## src/rtl/core/ifq_pkg.sv

```systemverilog
// shared types and constants of the indication flow queue
package ifq_pkg;

    // queue geometry
    localparam int QDEPTH = 16;
    localparam int QAW    = (QDEPTH > 1) ? $clog2(QDEPTH) : 1;
    localparam int CNTW   = $clog2(QDEPTH + 1);

    // configuration port
    localparam int CFG_W  = 16;
    localparam logic [0:0] REG_TEMP_HANDLE = 1'd0;
    localparam logic [0:0] REG_HR_HANDLE   = 1'd1;
    localparam logic [15:0] TEMP_HANDLE_RST = 16'd0;
    localparam logic [15:0] HR_HANDLE_RST   = 16'd1;

    // function codes of an input word
    localparam logic [2:0] FN_SEND    = 3'd0;
    localparam logic [2:0] FN_STATUS  = 3'd1;
    localparam logic [2:0] FN_TIMEOUT = 3'd2;
    localparam logic [2:0] FN_OPENED  = 3'd3;
    localparam logic [2:0] FN_CLOSED  = 3'd4;
    localparam logic [2:0] FN_TICK    = 3'd5;

    // outcome codes of a result word
    localparam logic [2:0] OC_SENT   = 3'd0;
    localparam logic [2:0] OC_QUEUED = 3'd1;
    localparam logic [2:0] OC_FULL   = 3'd2;
    localparam logic [2:0] OC_DENIED = 3'd3;
    localparam logic [2:0] OC_NONE   = 3'd4;

    // status flag and client configuration values
    localparam logic [7:0] SF_CONFIG  = 8'h01;
    localparam logic [7:0] SF_CONFIRM = 8'h02;
    localparam logic [7:0] CC_ENABLE  = 8'h02;
    localparam logic [7:0] CC_DISABLE = 8'h00;

    // longest payload in bytes
    localparam logic [2:0] MAX_LEN = 3'd5;

    typedef struct packed {
        logic [2:0]  func;
        logic [15:0] char_handle;
        logic [39:0] payload;
        logic [2:0]  payload_length;
        logic [7:0]  evt_flags;
        logic [7:0]  client_config;
        logic [7:0]  link_id;
    } item_t;

    typedef struct packed {
        logic        send_valid;
        logic [15:0] send_handle;
        logic [7:0]  send_link;
        logic [2:0]  send_length;
        logic [39:0] send_payload;
        logic [2:0]  outcome;
        logic [4:0]  queue_count;
        logic        in_flight;
    } result_t;

    typedef struct packed {
        logic [15:0] handle;
        logic [2:0]  length;
        logic [39:0] payload;
    } qentry_t;

    typedef enum logic {
        ST_IDLE,
        ST_EXEC
    } state_t;

    typedef enum logic [2:0] {
        ACT_NONE,
        ACT_DENY,
        ACT_SEND_NEW,
        ACT_QUEUE,
        ACT_DROP_FULL,
        ACT_SEND_HEAD
    } act_t;

    typedef struct packed {
        logic load;
        logic exec;
        act_t act;
    } ctrl_cmd_t;

    typedef struct packed {
        logic [2:0] func;
        logic       allowed;
        logic       awaiting;
        logic       full;
        logic       tick_ok;
    } dp_status_t;

endpackage

```

## src/rtl/core/indication_flow_queue.sv

```systemverilog
// top level of the indication flow queue
//
// Each accepted word is taken by start while busy is low; busy is then high
// for the execute state that follows, and the result word shows on result
// with done high in the cycle after that, for one cycle only. A new word can
// be taken only once busy is low again; the execute state is set by the
// registered read of the queue memory, whose head entry is fetched at the
// accepting edge. The receiver has no way to stall results. Configuration
// writes on cfg_en/cfg_index/cfg_data take effect at once and belong to idle
// periods. Queue storage is not cleared by reset; only written entries are
// ever issued.
module indication_flow_queue
    import ifq_pkg::*;
(
    input  logic             clk,
    input  logic             rst_n,
    input  logic             start,
    output logic             busy,
    input  item_t            item,
    output logic             done,
    output result_t          result,
    input  logic             cfg_en,
    input  logic [0:0]       cfg_index,
    input  logic [CFG_W-1:0] cfg_data
);

    ctrl_cmd_t  cmd;
    dp_status_t status;

    // sequencing
    ifq_ctrl u_ctrl (
        .clk   (clk),
        .rst_n (rst_n),
        .start (start),
        .status(status),
        .cmd   (cmd),
        .busy  (busy),
        .done  (done)
    );

    // flags, queue and result
    ifq_datapath u_datapath (
        .clk      (clk),
        .rst_n    (rst_n),
        .cmd      (cmd),
        .status   (status),
        .item     (item),
        .cfg_en   (cfg_en),
        .cfg_index(cfg_index),
        .cfg_data (cfg_data),
        .result   (result)
    );

endmodule

```

## src/rtl/core/ifq_ram.sv

```systemverilog
// generic single write port ram with registered read
module ifq_ram #(
    parameter int WIDTH = 8,
    parameter int DEPTH = 16
) (
    input  logic                                   clk,
    input  logic                                   we,
    input  logic [((DEPTH > 1) ? $clog2(DEPTH) : 1)-1:0] waddr,
    input  logic [WIDTH-1:0]                       wdata,
    input  logic [((DEPTH > 1) ? $clog2(DEPTH) : 1)-1:0] raddr,
    output logic [WIDTH-1:0]                       rdata
);

    logic [WIDTH-1:0] mem [DEPTH];

    // write port
    always_ff @(posedge clk)
    begin
        if (we)
        begin
            mem[waddr] <= wdata;
        end
    end

    // registered read port
    always_ff @(posedge clk)
    begin
        rdata <= mem[raddr];
    end

endmodule

```

## src/rtl/core/ifq_ctrl.sv

```systemverilog
// controller: sequences each word and decides what the datapath does with it
module ifq_ctrl
    import ifq_pkg::*;
(
    input  logic       clk,
    input  logic       rst_n,
    input  logic       start,
    input  dp_status_t status,
    output ctrl_cmd_t  cmd,
    output logic       busy,
    output logic       done
);

    state_t state_reg, state_next;
    logic   done_reg, done_next;
    act_t   act;

    // state and strobe registers
    always_ff @(posedge clk or negedge rst_n)
    begin
        if (!rst_n)
        begin
            state_reg <= ST_IDLE;
            done_reg  <= 1'b0;
        end
        else
        begin
            state_reg <= state_next;
            done_reg  <= done_next;
        end
    end

    // next state and commands
    always_comb
    begin
        state_next = state_reg;
        done_next  = 1'b0;
        act        = ACT_NONE;
        cmd.load   = 1'b0;
        cmd.exec   = 1'b0;
        case (state_reg)
            ST_IDLE:
            begin
                if (start)
                begin
                    cmd.load   = 1'b1;
                    state_next = ST_EXEC;
                end
            end
            ST_EXEC:
            begin
                cmd.exec   = 1'b1;
                done_next  = 1'b1;
                state_next = ST_IDLE;
                case (status.func)
                    FN_SEND:
                    begin
                        if (!status.allowed)
                            act = ACT_DENY;
                        else if (!status.awaiting)
                            act = ACT_SEND_NEW;
                        else if (status.full)
                            act = ACT_DROP_FULL;
                        else
                            act = ACT_QUEUE;
                    end
                    FN_TICK:
                    begin
                        if (status.tick_ok)
                            act = ACT_SEND_HEAD;
                    end
                    default:
                    begin
                        act = ACT_NONE;
                    end
                endcase
            end
            default:
            begin
                state_next = ST_IDLE;
            end
        endcase
        cmd.act = act;
    end

    assign busy = (state_reg == ST_EXEC);
    assign done = done_reg;

endmodule

```

## src/rtl/core/ifq_datapath.sv

```systemverilog
// datapath: link flags, queue storage and the result register
module ifq_datapath
    import ifq_pkg::*;
(
    input  logic             clk,
    input  logic             rst_n,
    input  ctrl_cmd_t        cmd,
    output dp_status_t       status,
    input  item_t            item,
    input  logic             cfg_en,
    input  logic [0:0]       cfg_index,
    input  logic [CFG_W-1:0] cfg_data,
    output result_t          result
);

    // zero payload bytes at and above the length
    function automatic logic [39:0] mask_payload(input logic [39:0] data,
                                                 input logic [2:0] len);
        logic [39:0] res;
        res = '0;
        for (int i = 0; i < 5; i++)
        begin
            if (3'(i) < len)
                res[8*i +: 8] = data[8*i +: 8];
        end
        return res;
    endfunction

    item_t           item_reg;
    logic [15:0]     temp_handle_reg, temp_handle_next;
    logic [15:0]     hr_handle_reg, hr_handle_next;
    logic            link_open_reg, link_open_next;
    logic            awaiting_reg, awaiting_next;
    logic            temp_en_reg, temp_en_next;
    logic            hr_en_reg, hr_en_next;
    logic [7:0]      link_handle_reg, link_handle_next;
    logic [QAW-1:0]  head_reg, head_next;
    logic [QAW-1:0]  tail_reg, tail_next;
    logic [CNTW-1:0] count_reg, count_next;
    result_t         result_reg, result_next;

    logic            is_t, is_h;
    logic [2:0]      len_sat;
    qentry_t         new_entry;
    qentry_t         head_entry;
    logic [$bits(qentry_t)-1:0] ram_rdata;
    logic            q_we;
    logic            sending;

    // input word capture
    always_ff @(posedge clk)
    begin
        if (cmd.load)
            item_reg <= item;
    end

    // queue storage
    ifq_ram #(
        .WIDTH($bits(qentry_t)),
        .DEPTH(QDEPTH)
    ) u_ram (
        .clk  (clk),
        .we   (q_we),
        .waddr(tail_reg),
        .wdata(new_entry),
        .raddr(head_reg),
        .rdata(ram_rdata)
    );

    assign head_entry = qentry_t'(ram_rdata);

    // decode of the captured word
    assign is_t    = (item_reg.char_handle == temp_handle_reg);
    assign is_h    = (item_reg.char_handle == hr_handle_reg);
    assign len_sat = (item_reg.payload_length > MAX_LEN) ? MAX_LEN : item_reg.payload_length;

    always_comb
    begin
        new_entry.handle  = item_reg.char_handle;
        new_entry.length  = len_sat;
        new_entry.payload = mask_payload(item_reg.payload, len_sat);
    end

    // status to the controller
    assign status.func     = item_reg.func;
    assign status.allowed  = link_open_reg && ((is_t && temp_en_reg) || (is_h && hr_en_reg));
    assign status.awaiting = awaiting_reg;
    assign status.full     = (count_reg == CNTW'(QDEPTH));
    assign status.tick_ok  = link_open_reg && !awaiting_reg && (count_reg != '0);

    assign q_we    = cmd.exec && (cmd.act == ACT_QUEUE);
    assign sending = (cmd.act == ACT_SEND_NEW) || (cmd.act == ACT_SEND_HEAD);

    // next state of flags, queue pointers and result
    always_comb
    begin
        temp_handle_next = temp_handle_reg;
        hr_handle_next   = hr_handle_reg;
        link_open_next   = link_open_reg;
        awaiting_next    = awaiting_reg;
        temp_en_next     = temp_en_reg;
        hr_en_next       = hr_en_reg;
        link_handle_next = link_handle_reg;
        head_next        = head_reg;
        tail_next        = tail_reg;
        count_next       = count_reg;
        result_next      = result_reg;

        // register writes
        if (cfg_en)
        begin
            case (cfg_index)
                REG_TEMP_HANDLE: temp_handle_next = cfg_data;
                REG_HR_HANDLE:   hr_handle_next   = cfg_data;
                default:         temp_handle_next = temp_handle_reg;
            endcase
        end

        if (cmd.exec)
        begin
            // link events and client configuration
            case (item_reg.func)
                FN_STATUS:
                begin
                    if (item_reg.evt_flags == SF_CONFIG)
                    begin
                        if (is_t && item_reg.client_config == CC_ENABLE)
                            temp_en_next = 1'b1;
                        else if (is_t && item_reg.client_config == CC_DISABLE)
                            temp_en_next = 1'b0;
                        if (is_h && item_reg.client_config == CC_ENABLE)
                            hr_en_next = 1'b1;
                        else if (is_h && item_reg.client_config == CC_DISABLE)
                            hr_en_next = 1'b0;
                    end
                    else if (item_reg.evt_flags == SF_CONFIRM)
                    begin
                        if (is_t || is_h)
                            awaiting_next = 1'b0;
                    end
                end
                FN_TIMEOUT:
                begin
                    awaiting_next = 1'b0;
                end
                FN_OPENED:
                begin
                    link_handle_next = item_reg.link_id;
                    link_open_next   = 1'b1;
                end
                FN_CLOSED:
                begin
                    link_open_next = 1'b0;
                    awaiting_next  = 1'b0;
                    temp_en_next   = 1'b0;
                    hr_en_next     = 1'b0;
                end
                default:
                begin
                    link_open_next = link_open_reg;
                end
            endcase

            // queue and in-flight actions
            case (cmd.act)
                ACT_SEND_NEW:
                begin
                    awaiting_next = 1'b1;
                end
                ACT_QUEUE:
                begin
                    tail_next  = (tail_reg == QAW'(QDEPTH - 1)) ? '0 : tail_reg + QAW'(1);
                    count_next = count_reg + CNTW'(1);
                end
                ACT_SEND_HEAD:
                begin
                    head_next     = (head_reg == QAW'(QDEPTH - 1)) ? '0 : head_reg + QAW'(1);
                    count_next    = count_reg - CNTW'(1);
                    awaiting_next = 1'b1;
                end
                default:
                begin
                    count_next = count_reg;
                end
            endcase

            // result word
            result_next = '0;
            if (sending)
            begin
                result_next.send_valid = 1'b1;
                result_next.send_link  = link_handle_reg;
                if (cmd.act == ACT_SEND_HEAD)
                begin
                    result_next.send_handle  = head_entry.handle;
                    result_next.send_length  = head_entry.length;
                    result_next.send_payload = head_entry.payload;
                end
                else
                begin
                    result_next.send_handle  = new_entry.handle;
                    result_next.send_length  = new_entry.length;
                    result_next.send_payload = new_entry.payload;
                end
            end
            case (cmd.act)
                ACT_SEND_NEW:  result_next.outcome = OC_SENT;
                ACT_SEND_HEAD: result_next.outcome = OC_SENT;
                ACT_QUEUE:     result_next.outcome = OC_QUEUED;
                ACT_DROP_FULL: result_next.outcome = OC_FULL;
                ACT_DENY:      result_next.outcome = OC_DENIED;
                default:       result_next.outcome = OC_NONE;
            endcase
            result_next.queue_count = 5'(count_next);
            result_next.in_flight   = awaiting_next;
        end
    end

    // control registers
    always_ff @(posedge clk or negedge rst_n)
    begin
        if (!rst_n)
        begin
            temp_handle_reg <= TEMP_HANDLE_RST;
            hr_handle_reg   <= HR_HANDLE_RST;
            link_open_reg   <= 1'b0;
            awaiting_reg    <= 1'b0;
            temp_en_reg     <= 1'b0;
            hr_en_reg       <= 1'b0;
            link_handle_reg <= '0;
            head_reg        <= '0;
            tail_reg        <= '0;
            count_reg       <= '0;
        end
        else
        begin
            temp_handle_reg <= temp_handle_next;
            hr_handle_reg   <= hr_handle_next;
            link_open_reg   <= link_open_next;
            awaiting_reg    <= awaiting_next;
            temp_en_reg     <= temp_en_next;
            hr_en_reg       <= hr_en_next;
            link_handle_reg <= link_handle_next;
            head_reg        <= head_next;
            tail_reg        <= tail_next;
            count_reg       <= count_next;
        end
    end

    // result register
    always_ff @(posedge clk)
    begin
        result_reg <= result_next;
    end

    assign result = result_reg;

    // queue never holds more than its depth
    a_count_bound: assert property (@(posedge clk) disable iff (!rst_n)
        count_reg <= CNTW'(QDEPTH))
        else $error("queue count above depth");

    // an empty queue has its pointers together
    a_empty_ptrs: assert property (@(posedge clk) disable iff (!rst_n)
        (count_reg == '0) |-> (head_reg == tail_reg))
        else $error("empty queue with split pointers");

    // queuing grows the count by one
    a_queue_grow: assert property (@(posedge clk) disable iff (!rst_n)
        (cmd.exec && cmd.act == ACT_QUEUE) |=> (count_reg == $past(count_reg) + CNTW'(1)))
        else $error("queued word not counted");

    // an issued indication is in flight in its own result
    a_send_flight: assert property (@(posedge clk) disable iff (!rst_n)
        (cmd.exec && (cmd.act == ACT_SEND_NEW || cmd.act == ACT_SEND_HEAD))
        |=> (result_reg.send_valid && result_reg.in_flight && awaiting_reg))
        else $error("sent indication not marked in flight");

    // nothing is sent while an indication is in flight or the link is closed
    a_no_send_busy: assert property (@(posedge clk) disable iff (!rst_n)
        (cmd.exec && sending) |-> (!awaiting_reg && link_open_reg))
        else $error("indication issued while one is in flight");

endmodule
```

## config.mk

```make
export PLATFORM = sky130hd
export DESIGN_NAME = indication_flow_queue
export DESIGN_NICKNAME = d
export VERILOG_FILES = /design/src/rtl/core/ifq_pkg.sv /design/src/rtl/core/indication_flow_queue.sv /design/src/rtl/core/ifq_ram.sv /design/src/rtl/core/ifq_ctrl.sv /design/src/rtl/core/ifq_datapath.sv
export SDC_FILE = /design/constraint.sdc
export NUM_CORES = 1
export LEC_CHECK = 0
export BUFFER_PORTS_ARGS = -buffer_cell sky130_fd_sc_hd__buf_2
export CORE_ASPECT_RATIO = 1.5
export CORE_MARGIN = 1
export CORE_UTILIZATION = 30
export DETAILED_ROUTE_END_ITERATION = 8
export SYNTH_ARGS = -nofsm -noshare
export SYNTH_HDL_FRONTEND = slang
export SYNTH_HIERARCHICAL = 1
export SYNTH_SLANG_ARGS = --single-unit
```

## constraint.sdc

```tcl
create_clock -name clk -period 11.8 [get_ports clk]
set_input_delay 0.59 -clock clk [delete_from_list [all_inputs] [get_ports clk]]
set_output_delay 0.59 -clock clk [all_outputs]
set_load 0.01 [all_outputs]
```

# After elaboration in Yosys (flattened, before gate mapping)
# Memories as Yosys holds them, arrays and structs flattened. A register that Yosys moved wholly into a read port is not among the register bits.
# Cells that the tools add are included.
# Widths: inputs -> output; s select.
[totals]
register_bits = 222
latchBits = 0
mem_bits_rw = 944
romBits = 0
inputBits = 107
output_inout_bits = 79
word_cells = 129
memories = 1
[mem_list]
columns = ["memory", "words", "width", "rd", "rd_clocked_by_memory_dff", "wr", "line_no", "source"]
rows = [
  ["u_datapath.u_ram.mem", 16, 59, 1, 1, 1, "ifq_ram.sv:14", "logic [WIDTH-1:0] mem [DEPTH];"],
]
[classes]
n_addsub = 4
n_mul = 0
div_mod_pow = 0
order_cmp = 6
n_eq_ne = 21
shift = 0
n_mux = 39
n_bitwise = 2
reduce_logical = 29
[ops]
columns = ["op", "count"]
rows = [
  ["$mux 68", 1],
  ["$mux 43", 1],
  ["$mux 8", 5],
  ["$eq 16x16->1", 2],
  ["$mux 3", 6],
  ["$eq 8x2->1 const B", 2],
  ["$mux 16", 1],
  ["$mux 1", 15],
  ["$eq 3x2->1 const B", 4],
  ["$eq 3x3->1 const B", 4],
  ["$pmux 3 s4", 1],
  ["$reduce_and 2->1", 6],
  ["$logic_and 1x1->1", 10],
  ["$pmux 1 s2", 5],
  ["$pmux 5 s2", 1],
  ["$add 4x1->4 const B", 2],
  ["$eq 4x4->1 const B", 2],
  ["$eq 8x1->1 const B", 1],
  ["$logic_not 8->1", 1],
  ["$mux 4", 2],
  ["$reduce_and 4->1", 2],
  ["$eq 3x1->1 const B", 2],
  ["$lt 1x3->1 const A", 2],
  ["$lt 2x3->1 const A", 2],
  ["15 further kinds", 21],
]

# Longest topological paths before layout
[depth]
word_depth = 11
mapped_depth = 18
depth_no_buf = 16

# By module
# Netlist, hierarchy kept.
[by_module_without_submodules]
columns = ["mod", "instances", "cells_per_inst", "area_per_inst_um2", "seq_area_each_um2"]
rows = [
  ["ifq_ram", 1, 1522, 36456.2, 29528.3],
  ["ifq_datapath", 1, 548, 8896.0, 6322.3],
  ["ifq_ctrl", 1, 16, 136.4, 50.0],
]

# Worst setup path after synthesis
# Ideal clock, no wire load.
[synth_path]
path_kind = "reg2reg"
startpoint = "register u_datapath/item_reg[72] (netlist bit)"
endpoint = "memory u_datapath/u_ram/mem[0][0] (netlist bit), enable pin"
setup_time_ps = 548
t_arrival_ps = 6922
t_required_ps = 11252
slack_ps = 4330
path_stages_with_launch = 13
n_path_buf = 2
period_less_slack_ps = 7470
path_cell_list = "edfxtp_1 > xnor2_1 > nand4_1 > nor4_4 > a22oi_1 > nor2b_1 > nand2_1 > a211oi_2 > buf_4 > and3_1 > clkbuf_1 > or3b_2 > nor3_1"
[synth_lines]
columns = ["element", "line_no", "source"]
rows = [
  ["from (decl)", "ifq_datapath.sv:29", "item_t item_reg;"],
  ["from (signal assigned)", "ifq_datapath.sv:54", "item_reg <= item;"],
  ["to (decl)", "ifq_ram.sv:14", ""],
]

==> results_dict.tcl <==
set metrics [dict create \
    htreeDepth 3 \
    grt_pass1_wl_um 150000 \
    relSlewSlack_pct 6.42 \
    finalClockSkew_ns 0.0257 \
    fin_nets 2439 \
    finalHoldViolations 0 \
    routedWlPerCell_um 23.4 \
    internal_power_mw 6.92 \
    place.gp.congestion 0.708 \
    grt_usage_pct 13.2 \
    routed_via_density 4.86 \
    drt_iter0_drc 1539 \
    peakVddDrop_mv 0.105 \
    io_pins 186 \
    rsz0062_at_grt "false" \
    synth_ff_type "edfxtp_1" \
    critPathArrivalTime_ns 6.11 \
    core-area_um2 150000 \
    finalMaxSlewViolations 0 \
    ctsResizeCount 0 \
    synth_nets 2199 \
    start_util_pct 30.3 \
    numCtsBuffers 116 \
    synth_most_common_cell "edfxtp_1" \
    synth_edf_count 1107 \
    yosysSeqAreaShare_pct 78.9 \
    yosysTopAreaCell "edfxtp_1" \
    die_area_um2 153000 \
    postRouteAntennaNets 0 \
    area_growth_pct 15.5 \
    synthTopCellsByArea "edfxtp_1 (73%), mux4_2 (12%), dfrtp_1 (3.2%), dfxtp_1 (2.6%), a22oi_1 (2.0%)" \
    synth_cell_types 57 \
    drc 0 \
    design_area_um2 52500 \
    yosys_warnings 6 \
    setup.worst_path.end_class "flop" \
    setup_violations 0 \
    worstPathRequired_ns 12.10 \
    clock_sinks 1225 \
    ys_top_cells_by_count "edfxtp_1 (1,107), mux4_2 (236), a22oi_1 (119)" \
    finalCritPeriodShare_pct 49.2 \
    first_pass_iters 4 \
    cts_setup_buffers 0 \
    path_class "flop to flop" \
    hold_slack_ns 0.0529 \
    startpoint_type "flop" \
    seqPwrFrac_pct 56.0 \
    overflow 0 \
    grt_pass1_vias 22400 \
    port_buffers 185 \
    power_mw 8.63 \
    root_buffer "clkbuf_16" \
    worst_pin_slew_ns 1.40 \
    p_per_area_nw_per_um2 164 \
    tns_ns 0 \
    worst_skew_pair.late_latency_ns 0.69 \
    outcome "finished clean" \
    holdBufCountCts 0 \
    dp_hpwl_um 55200 \
    syn_inst 2086 \
    place_ws_ns 5.91 \
    routed_wl_um 102000 \
    dpl-instance-area_um2 48800 \
    cts_max_path_buffers 3 \
    hold_path_class "primary input to asynchronous set/reset pin" \
    clkPwrFrac_pct 42.0 \
    fin_crit_ns 5.81 \
    die_h_um 479 \
    pwr-share-comb_pct 2.0 \
    setup_ws_ns 5.99 \
    vias 21200 \
    swShare_pct 19.8 \
    synth_area_um2 45500 \
    die_x_um 320 \
    synth_top_area_share_pct 73.1 \
    final_layout_size_suffix_gt1_share_pct 29.5 \
    grt_max_degree 116 \
    cp_max_fo 37 \
    p_switching_mw 1.71 \
    max_freq_ghz 0.172 \
    async_flop_share_pct 4.82 \
    cts_tree "yes" \
    drv_cap 0 \
    power.leakage_nw 16.7 \
    clkTransAtPathRegs_ns 0.06 \
    rows 174 \
    syn_avg_cell_area_um2 21.8 \
    largest_register_ffs 944 \
    antenna_found_initial 3 \
    ys_ff_latch 1225 \
]
## area by class of cell
cell class | instances | area (um^2)
fill | 13900 | 97700
sequential | 1225 | 35900
multi-input combinational | 750 | 9210
clock buffer | 172 | 3280
tap | 1936 | 2420
timing repair buffer | 230 | 1280
clock inverter | 44 | 433
inverter | 3 | 11.3
antenna | 1 | 2.50
## power groups by stage
stage | clock network (mW) | logic (mW) | registers (mW)
5_1_grt | 3.85 | 0.188 | 4.84
2_1_floorplan | 0 | 0.0879 | 4.91
4_1_cts | 3.71 | 0.175 | 4.83
6_report | 3.63 | 0.170 | 4.83
3_5_place_dp | 0 | 0.175 | 4.93
3_3_place_gp | 0 | 0.172 | 4.92
## metrics by stage
stage          instances  utilization (%)
2_1_floorplan       2086                -
4_1_cts             4360             35.0
6_report            4361             35.0
3_3_place_gp        4144             32.5
5_1_grt             4361             35.0
3_5_place_dp        4144             32.5
## critical path: stages, from the launching register on
cell and delay [ns]:
edfxtp_1 0.78, xnor2_1 0.20, nand4_1 0.22, nor4_2 0.59, a22oi_1 0.16, nor2b_1 0.24, nand2_1 0.09, a211oi_2 0.58
and3_1 0.49, nand3_1 0.36, nor2_4 0.92, buf_4 0.73
## path summary, 6_finish.rpt
| path | endpoint | from | slack, ns | depth (start not counted) |
|---|---|---|---|---|
| worst max register to register | u_datapath/u_ram/mem[14][19] | u_datapath/item_reg[77] | 5.99 | 11 |
| worst min-delay path | u_datapath/link_handle_reg[4] | rst_n | 0.05 | 2 |
| worst min register to register | u_datapath/link_handle_reg[2] | u_datapath/item_reg[2] | 0.48 | 1 |
| min in group clk | u_datapath/item_reg[5] | item[5] | 0.07 | 1 |
| max in group asynchronous | u_ctrl/busy | rst_n | 11.05 | 2 |
| worst max-delay path | u_datapath/u_ram/mem[14][19] | u_datapath/item_reg[77] | 5.99 | 11 |
## logic make-up after synthesis
group,share of synthesized area (%)
xor gates and xnor gates,0.828
buffers and inverters,1.16
muxes,12.9
DFF,78.9
and+or+nand+nor,2.42
AOI/OAI and AO/OA,3.60
adders and majority gates,0.182
## cell usage in the layout (no fill, tap or decap), drive strengths merged, types with 8 or more instances in the layout
cell	count
nor2	23
nor2b	33
a21oi	10
edfxtp	1107
xnor2	42
nand2	74
mux2	48
mux4	236
clkinv	31
dfrtp	58
a22o	59
clkbuf	172
a22oi	119
and2	27
dfxtp	59
buf	230
nand4	10
inv	8
## routing by layer
layer / vias up / wire [um] / global-route usage, %
met1: 11400 / 46100 / 18.3
met4: 0 / 1530 / 3.34
li1: 9121 / - / -
met2: 600 / 49200 / 21.7
met3: 102 / 5020 / 1.99
met5: - / 0 / 0
Note: power is estimated with default switching activity, not from simulation.
